==> src/hdl/pcf_pkg.sv <==
`default_nettype none
// ---------------------------------------------------------------------------
// pcf_pkg
// Shared types and constants for the per-pixel colour fade block.
// ---------------------------------------------------------------------------
package pcf_pkg;

    localparam int unsigned CHAN_W  = 8;
    localparam int unsigned TIME_W  = 32;
    localparam int unsigned COLOR_W = 32;
    localparam int unsigned PROD_W  = TIME_W + CHAN_W;

    localparam logic KIND_FADE = 1'b0;
    localparam logic KIND_TICK = 1'b1;

    typedef struct packed {
        logic [COLOR_W-1:0] from_color;
        logic [COLOR_W-1:0] to_color;
        logic [TIME_W-1:0]  begin_time;
        logic [TIME_W-1:0]  finish_time;
        logic [COLOR_W-1:0] shown_color;
    } t_entry;

    typedef struct packed {
        logic              done;
        logic [CHAN_W-1:0] quot;
    } t_div_rsp;

endpackage
`default_nettype wire

==> src/hdl/pcf_div.sv <==
`default_nettype none
// ---------------------------------------------------------------------------
// pcf_div
// Restoring divider, one quotient bit per cycle, 8-bit quotient.
// The caller guarantees the quotient is below 256.
// ---------------------------------------------------------------------------
module pcf_div (
    input  wire logic                         i_clk,
    input  wire logic                         i_rst_n,
    input  wire logic                         i_start,
    input  wire logic [pcf_pkg::PROD_W-1:0]   i_num,
    input  wire logic [pcf_pkg::TIME_W-1:0]   i_den,
    output pcf_pkg::t_div_rsp                 o_rsp
);

    logic                        r_busy;
    logic                        r_done;
    logic [2:0]                  r_k;
    logic [pcf_pkg::PROD_W-1:0]  r_rem;
    logic [pcf_pkg::TIME_W-1:0]  r_den;
    logic [pcf_pkg::CHAN_W-1:0]  r_q;
    logic [pcf_pkg::PROD_W-1:0]  w_dsh;
    logic                        w_ge;

    assign w_dsh = {{(pcf_pkg::PROD_W-pcf_pkg::TIME_W){1'b0}}, r_den} << r_k;
    assign w_ge  = (r_rem >= w_dsh);

    always_ff @(posedge i_clk) begin
        if (!i_rst_n) begin
            r_busy <= 1'b0;
            r_done <= 1'b0;
            r_k    <= 3'd7;
        end else begin
            r_done <= 1'b0;
            if (i_start) begin
                r_busy <= 1'b1;
                r_k    <= 3'd7;
            end else if (r_busy) begin
                r_k <= r_k - 3'd1;
                if (r_k == 3'd0) begin
                    r_busy <= 1'b0;
                    r_done <= 1'b1;
                end
            end
        end
    end

    always_ff @(posedge i_clk) begin
        if (i_start) begin
            r_rem <= i_num;
            r_den <= i_den;
            r_q   <= '0;
        end else if (r_busy) begin
            if (w_ge) begin
                r_rem <= r_rem - w_dsh;
            end
            r_q[r_k] <= w_ge;
        end
    end

    assign o_rsp.done = r_done;
    assign o_rsp.quot = r_q;

    a_done_after_busy: assert property (@(posedge i_clk) disable iff (!i_rst_n)
        r_done |-> $past(r_busy) && !r_busy)
        else $error("divider done without a finished run");

endmodule
`default_nettype wire

==> config.mk <==
export PLATFORM = sky130hd
export DESIGN_NAME = pcf_div
export DESIGN_NICKNAME = d
export VERILOG_FILES = /design/src/hdl/pcf_pkg.sv /design/src/hdl/pcf_div.sv
export SDC_FILE = /design/constraint.sdc
export NUM_CORES = 1
export LEC_CHECK = 0
export BUFFER_PORTS_ARGS = -buffer_cell sky130_fd_sc_hd__buf_2
export CORE_MARGIN = 2
export CORE_UTILIZATION = 59
export DETAILED_ROUTE_END_ITERATION = 12
export PLACE_DENSITY_LB_ADDON = 0.25
export SETUP_SLACK_MARGIN = 0.5
export SYNTH_ARGS = -nofsm -noshare
export SYNTH_HDL_FRONTEND = slang
export SYNTH_SLANG_ARGS = --single-unit
==> constraint.sdc <==
create_clock -name i_clk -period 7.5 [get_ports i_clk]
set_input_delay 0.75 -clock i_clk [delete_from_list [all_inputs] [get_ports i_clk]]
set_output_delay 0.75 -clock i_clk [all_outputs]
set_load 0.01 [all_outputs]
==> impl_metrics.csv, run 1 <==
group,metric,value,unit
run_status,run_status,"finished, final reports clean",
clock_network,cts_tree,"done",
job,maxCapViolations,0,
clock_network,cts_buffers,9,
logic_synthesis,post_synth_num_cell_types,59,
worst_setup_path,worst_r2r_startpoint,"r_k[0]",
detailed_routing,antenna_left,0,
logic_synthesis,dominantRegCellSynth,"sky130_fd_sc_hd__edfxtp_1",
place,dp_worst_slack,2.356,ns
worst_setup_path,crit_required,7.50,ns
worst_setup_path,timing.setup.critical_path_class,"register to register",
clock_network,h-tree-depth,3,
finish,multi_input_area,3897,µm²
clock_network,root_buffer,"sky130_fd_sc_hd__clkbuf_8",
logic_synthesis,synth_area_leader,"sky130_fd_sc_hd__edfxtp_1",
worst_setup_path,worstRegToRegCells,12,
clock_network,worstSkewPairLatency,0.39,ns
logic_synthesis,post_synthesis_cell_area,6510,µm²
clock_network,post_cts_resize_count,0,
worst_setup_path,crit_path_cell_trace,"inv_2, a21oi_1, a32oi_1, ha_1, nand2_1, or3_1, nor4_1, nand3_1, a21oi_1, o21a_1, nor4_4, o21bai_4",
hold_path,worstHoldPathCells,2,
grt,global_route.usage.total,28.87,%
worst_setup_path,critical-path-max-stage-delay,1.02,ns
worst_setup_path,r2r_slack,2.31,ns
finish,fillCellCount,871,
timing,final_setup_slack_of_the_worst_path,2.306,ns
timing,fin_setup_tns,0,ns
finish,area.growth.synth_to_final,9.956,%
clock_network,clk_pin_slew_worst_paths,0.09,ns
hold_path,timing.hold.worst_endpoint,"r_q[3]",
grt,vias_in_the_first_global_route,5301,
detailed_routing,detail_route.drc_violations,0,
logic_synthesis,async_reset_ff_share,0,%
die,floorplan.die.width,109.0,µm
worst_setup_path,path_common_cell,"sky130_fd_sc_hd__a21oi_1",
timing,tightest_slew,1.242,ns
die,die_area,11890,µm²
clock_network,clk_path_buf_depth,2,
timing,report.final.slew_viol_count,0,
grt,grt_pass1_wl,26.28,mm
logic_synthesis,post_synth_most_frequent_cells,"81 x sky130_fd_sc_hd__nand2_1, 72 x sky130_fd_sc_hd__edfxtp_1, 61 x sky130_fd_sc_hd__a21oi_1, 59 x sky130_fd_sc_hd__o21ai_0, 41 x sky130_fd_sc_hd__ha_1",
detailed_routing,route.detailed.vias_per_inst,6.360,
timing,hold_slack,0.5248,ns
power,irDropWorstVdd,0.0001941,V
grt,antenna_found_initial,0,
detailed_routing,firstDrtPassIters,5,
hold_path,min-delay-path-class,"register to register",
logic_synthesis,synth-edff-count,72,
hold_path,holdCritStartpoint,"r_q[3]",
worst_setup_path,timing.critical_path.from_type,"register",
logic_synthesis,synth.ff_latch_count,85,
place,dpl.cell_count,844,
power,p_leak,2.968,nW
place,hpwl,12.71,mm
worst_setup_path,timing.critical_path.buf_inv,1,
logic_synthesis,synthesis.instances,655,
die,placement_rows,38,
die,design.core.area,10790,µm²
clock_network,clock_sinks,85,
timing,max_freq,192.5,MHz
finish,drive_gt1_share,20.56,%
worst_setup_path,worst_path_max_delay_cell,"sky130_fd_sc_hd__dfxtp_2",
detailed_routing,routed_wl,16.32,mm
worst_setup_path,element_type_at_the_critical_path_end,"register",
grt,grt_overflow,0,
timing,min_period,5.194,ns
die,die_height,109.0,µm
power,power_density,273.4,nW/µm²
timing,number_of_hold_violations_in_the_final_report,0,
detailed_routing,first_iter_violations,381,
die,io_pins,84,
logic_synthesis,postSynthAreaPerCell,9.939,µm²
finish,final_cell_count_no_fill,860,
logic_synthesis,ys_top_cells_by_area,"sky130_fd_sc_hd__edfxtp_1 33%, sky130_fd_sc_hd__mux4_2 8.0%, sky130_fd_sc_hd__ha_1 7.9%",
logic_synthesis,synth.top_cell.area_share,33.21,%
die,start_util,60.32,%
worst_setup_path,worst_path_dominant_cell_family,"compound AO/OA/AOI/OAI gates",
worst_setup_path,crit_arrival,5.19,ns
logic_synthesis,synth_sequential_area_ratio,37.21,%
detailed_routing,overall_via_count_from_detail_route,5470,
timing,rsz_0062_raised_after_global_routing,"no",
timing,skew_final,0.01323,ns
timing,min_period_over_period,69.25,%
logic_synthesis,yosys_warnings,0,
clock_network,cts_hold_buf,0,
finish,num-nets-final,832,
place,io_buffer_count,83,
worst_setup_path,reg2reg_to,"r_rem[23]",
logic_synthesis,synthMostInstantiatedCell,"sky130_fd_sc_hd__nand2_1",
worst_setup_path,worstSetupPathDepth,12,
worst_setup_path,worstPathMaxFanout,40,
detailed_routing,detail_route.wl_per_cell,18.97,µm
finish,final-seq-area,2424,µm²
logic_synthesis,synthesis.nets,772,
grt,grt_max_degree,66,
clock_network,post_cts.repair.setup_buffers,0,
place,finalWeightedCongestion,0.9338,
timing,maxSlewHeadroom,16.95,%
finish,diodes,0,
timing,setup_viol_count_final,0,
==> stage by stage <==
stage               util [%]  cell area, µm²  total power [mW]
finish                 66.32            7158             1.957
global route           66.32            7158             2.082
CTS                    66.32            7158             1.940
detailed placement     64.72            6985             1.639
global placement       64.72            6985             1.623
floorplan                  -            6510             1.400
==> layout by cell type, fill, tap and decap left out, drive strengths merged, types with 3 or more instances in the layout <==
cell and instances:
nor4b 3, or3 3, ha 41, nand4 9, edfxtp 72, o21ai 60, inv 15, and3 4
nand2 81, nor3b 3, xor2 11, mux4 23, clkbuf 9, nor3 9, nor4 4, a31oi 6
o21bai 7, o31ai 4, nor2b 8, a2111oi 5, clkinv 4, a21o 20, a311oi 11, buf 86
a211oi 7, o21a 7, a21oi 61, nand3 16, nor2 35, mux2 7, dfxtp 13, mux2i 34
xnor2 18
==> tightest hold or removal path, cell delays in order, from the launching register on <==
cell and delay, ns:
sky130_fd_sc_hd__dfxtp_1 0.32, sky130_fd_sc_hd__a21oi_1 0.11, sky130_fd_sc_hd__a311oi_1 0.06
==> how the worst max path moves through the flow <==
stage,startpoint,endpoint,slack [ns]
2_1_floorplan,r_k[0],r_rem[0],2.13
3_3_place_gp,r_k[0],r_rem[13],2.44
3_5_place_dp,r_k[0],r_rem[14],2.36
4_1_cts,r_k[0],r_rem[18],2.30
5_1_grt,r_k[0],r_rem[23],1.82
6_report,r_k[0],r_rem[23],2.31
==> cell type report <==
class                      count  share of cell area, %
clock inverter                 7                 0.6817
tap                          140                  2.447
clock buffer                   9                  1.730
multi-input combinational    520                  54.45
sequential                    85                  33.86
inverter                      13                 0.6817
timing repair buffer          86                  6.153
==> registers in the layout (all words and copies together), names as in the netlist <==
| register | flops |
|---|---|
| r_rem | 40 |
| r_den | 32 |
| r_q | 8 |
| r_k | 3 |
| r_busy | 1 |
| r_done | 1 |
==> logic make-up (layout without fill, tap and decap cells) <==
kind of cell    count (synthesis)  after routing  share of synthesized area [%]
xor+xnor                       29             29                          3.902
compound gates                202            202                          19.87
flops                          85             85                          37.21
simple gates                  183            183                          13.34
buf+inv                        50            115                          3.094
fa+ha+maj                      42             42                          8.188
mux                            64             64                          14.40
==> layer usage <==
layer	track usage (%)	up-vias	part of all wire, %
met4	10.07	0	2.0
li1	-	2635	-
met5	0	-	0
met3	5.380	29	7.1
met2	43.70	204	45
met1	41.61	2602	46
==> power breakdown <==
group          internal (mW)  switching, mW  total (mW)  leakage, nW
clock network          0.121          0.183       0.304       0.0898
registers              0.628         0.0598       0.688        0.822
logic                  0.391          0.575       0.965         2.06
total                   1.14          0.817        1.96         2.97
(Power assumes the default switching activity.)
==> run 2: changes to the inputs <==
Settings changed: ABC_AREA from default to 1, CORE_UTILIZATION 59 to 54.
Clock period 7.5 ns to 4.64 ns, I/O delays scaled along.
==> impl_metrics.csv, run 2 <==
group,metric,value,unit
timing,rsz_0062_raised_after_global_routing,"no",
finish,num-nets-final,1362,
detailed_routing,route.detailed.vias_per_inst,5.168,
clock_network,h-tree-depth,3,
clock_network,worstSkewPairLatency,0.36,ns
worst_setup_path,crit_path_cell_trace,"buf_4, inv_2, a21oi_1, a31oi_1, o21ai_0, ha_1, nand2_1, nor2_1, nand2_1, nand3_2, nand2_1, nand3_2, nand3_4, nand2_1, nand2_1, nand2_1, buf_6",
place,standard_cell_area_after_detailed_placement,7968,µm²
logic_synthesis,ys_top_cells_by_area,"sky130_fd_sc_hd__edfxtp_1 29%, sky130_fd_sc_hd__nand2_1 26%, sky130_fd_sc_hd__inv_1 8.1%",
die,start_util,55.62,%
logic_synthesis,synthesis.nets,1293,
finish,largestRegisters,"r_rem (40), r_den (32), r_q (8)",
finish,final_util,62.11,%
logic_synthesis,synthesis.instances,1176,
logic_synthesis,post_synth_and_or_nand_nor_area_fraction,40.23,%
worst_setup_path,path_common_cell,"sky130_fd_sc_hd__nand2_1",
timing,hold_slack,0.2767,ns
logic_synthesis,synth_sequential_area_ratio,32.63,%
timing,min_period_over_period,80.59,%
detailed_routing,firstDrtPassIters,7,
grt,vias_in_the_first_global_route,6521,
detailed_routing,routed_wl,19.27,mm
timing,number_of_hold_violations_in_the_final_report,0,
timing,min_period,3.739,ns
die,design.core.area,13350,µm²
logic_synthesis,async_reset_ff_share,0,%
logic_synthesis,postSynthAreaPerCell,6.313,µm²
die,floorplan.die.width,121.3,µm
timing,maxSlewHeadroom,38.05,%
grt,grt_overflow,0,
clock_network,post_cts.repair.setup_buffers,0,
detailed_routing,antenna_left,0,
finish,largest_register_ffs,40,
finish,regMostFlops,"r_rem",
detailed_routing,detail_route.drc_violations,0,
timing,skew_final,0.01488,ns
place,io_buffer_count,83,
clock_network,clock_sinks,85,
detailed_routing,first_iter_violations,489,
grt,global_route.usage.total,27.51,%
worst_setup_path,crit_required,4.65,ns
die,io_pins,84,
power,power_density,425.5,nW/µm²
detailed_routing,detail_route.wl_per_cell,13.51,µm
clock_network,clk_pin_slew_worst_paths,0.07,ns
logic_synthesis,synth.top_cell.area_share,29.12,%
worst_setup_path,worstPathMaxFanout,40,
finish,area.growth.synth_to_final,11.66,%
logic_synthesis,synth.ff_latch_count,85,
grt,antenna_found_initial,0,
timing,report.final.slew_viol_count,0,
grt,grt_pass1_wl,31.44,mm
worst_setup_path,worst_path_max_delay_cell,"sky130_fd_sc_hd__inv_2",
logic_synthesis,synth-xor-area-share,1.416,%
logic_synthesis,synth-compound-area-share,7.836,%
timing,tightest_slew,0.9235,ns
logic_synthesis,synth_area_leader,"sky130_fd_sc_hd__edfxtp_1",
worst_setup_path,critical-path-max-stage-delay,0.44,ns
timing,setup_viol_count_final,0,
timing,fin_setup_tns,0,ns
clock_network,cts_buffers,9,
clock_network,clk_path_buf_depth,2,
logic_synthesis,main_combinational_cell_family_by_area_after_synthesis,"simple AND/OR/NAND/NOR gates",
place,finalWeightedCongestion,0.9704,
worst_setup_path,crit_arrival,3.75,ns
worst_setup_path,timing.setup.critical_path_class,"register to register",
die,die_height,121.3,µm
logic_synthesis,yosys_warnings,0,
grt,grt_max_degree,58,
hold_path,min-delay-path-class,"input port to register",
logic_synthesis,post_synthesis_cell_area,7425,µm²
worst_setup_path,element_type_at_the_critical_path_end,"register",
logic_synthesis,post_synth_num_cell_types,40,
logic_synthesis,synth-edff-count,72,
finish,diodes,0,
run_status,run_status,"finished, final reports clean",
job,maxCapViolations,0,
finish,commonest_cells_after_routing_fill_and_taps_aside,"521 x sky130_fd_sc_hd__nand2_1, 160 x sky130_fd_sc_hd__inv_1, 87 x sky130_fd_sc_hd__nor2_1, 82 x sky130_fd_sc_hd__buf_2, 72 x sky130_fd_sc_hd__edfxtp_1",
worst_setup_path,r2r_slack,0.90,ns
clock_network,root_buffer,"sky130_fd_sc_hd__clkbuf_16",
power,p_leak,4.444,nW
place,hpwl,15.15,mm
timing,max_freq,267.4,MHz
detailed_routing,overall_via_count_from_detail_route,7369,
finish,final_instance_area,8290,µm²
timing,final_setup_slack_of_the_worst_path,0.9005,ns
logic_synthesis,dominantRegCellSynth,"sky130_fd_sc_hd__edfxtp_1",
die,die_area,14700,µm²
power,irDropWorstVdd,0.0002548,V
die,placement_rows,42,
logic_synthesis,synthMostInstantiatedCell,"sky130_fd_sc_hd__nand2_1",
logic_synthesis,post_synth_most_frequent_cells,"521 x sky130_fd_sc_hd__nand2_1, 161 x sky130_fd_sc_hd__inv_1, 87 x sky130_fd_sc_hd__nor2_1, 72 x sky130_fd_sc_hd__edfxtp_1, 68 x sky130_fd_sc_hd__nand3_1",
place,dp_worst_slack,0.7518,ns
worst_setup_path,timing.critical_path.from_type,"register",
logic_synthesis,share_of_synthesized_area_spent_on_multiplexers,0.5393,%
logic_synthesis,fraction_of_the_mapped_netlist_area_in_adder_cells,7.179,%
finish,drive_gt1_share,11.36,%
clock_network,cts_tree,"done",
finish,commonest_non_fill_non_tap_cell_in_the_layout,"sky130_fd_sc_hd__nand2_1",
==> run 2: changes by cell type in the layout (fill, tap and decap cells not counted), moves of 11 or more <==
cell	before	now
sky130_fd_sc_hd__nand2_1	81	521
sky130_fd_sc_hd__inv_1	11	160
sky130_fd_sc_hd__nand3_1	16	68
sky130_fd_sc_hd__nor2_1	35	87
sky130_fd_sc_hd__mux2i_1	34	4
sky130_fd_sc_hd__a21oi_1	61	36
sky130_fd_sc_hd__mux4_2	23	0
sky130_fd_sc_hd__a21o_1	20	1
sky130_fd_sc_hd__a311oi_1	11	0
==> run 2: repair_timing <==
action / in CTS / in global routing
setup endpoints to repair: 0 / 40
hold buffers: 0 / 0
gates resized for setup: 0 / 2
==> run 2: path summary, 6_finish.rpt <==
| kind | start | cells past startpoint | end |
|---|---|---|---|
| worst max-delay path | r_k[1] | 17 | r_rem[19] |
| worst min-delay path | i_den[4] | 1 | r_den[4] |
| worst max register to register | r_k[1] | 17 | r_rem[19] |
| worst min register to register | r_busy | 2 | r_done |
==> run 2: final cells by class <==
type / count / area, µm²
clock inverter: 6 / 76.32
timing repair buffer: 89 / 466.7
tap: 176 / 220.2
multi-input combinational: 896 / 4247
inverter: 164 / 619.3
clock buffer: 10 / 239.0
sequential: 85 / 2422
fill: 1331 / 5057
==> run 2: critical path, delay by kind of cell (launching register included) <==
family	cells	cell delay [ns]
simple gates	10	1.05
flops	1	0.30
buf+inv	3	1.05
fa+ha+maj	1	0.41
compound gates	3	0.54
==> run 2: kinds of logic after synthesis <==
logic type,after synthesis
compound gates,112
xor+xnor,12
fa+ha+maj,42
buf+inv,195
flops,85
mux,4
simple gates,726
==> run 2: power by group <==
part           internal, mW  total, mW  switching (mW)
Clock                 0.443      0.781           0.338
Combinational         0.590       1.69            1.10
Sequential            0.988       1.05          0.0663
==> run 2: routing by layer <==
metal,GRT usage (%),part of all wire (%),up-vias
met2,41.05,43,263
met1,39.88,47,3263
li1,-,-,3820
met4,9.914,2.2,0
met5,0,0,-
met3,5.028,7.9,23
==> run 2: metrics by stage <==
stage                     power [mW]  instances
final                          3.527       1426
after global routing           3.804       1426
after CTS                      3.514       1426
after detailed placement       2.721       1410
after global placement         2.697       1410
after floorplan                2.318       1176
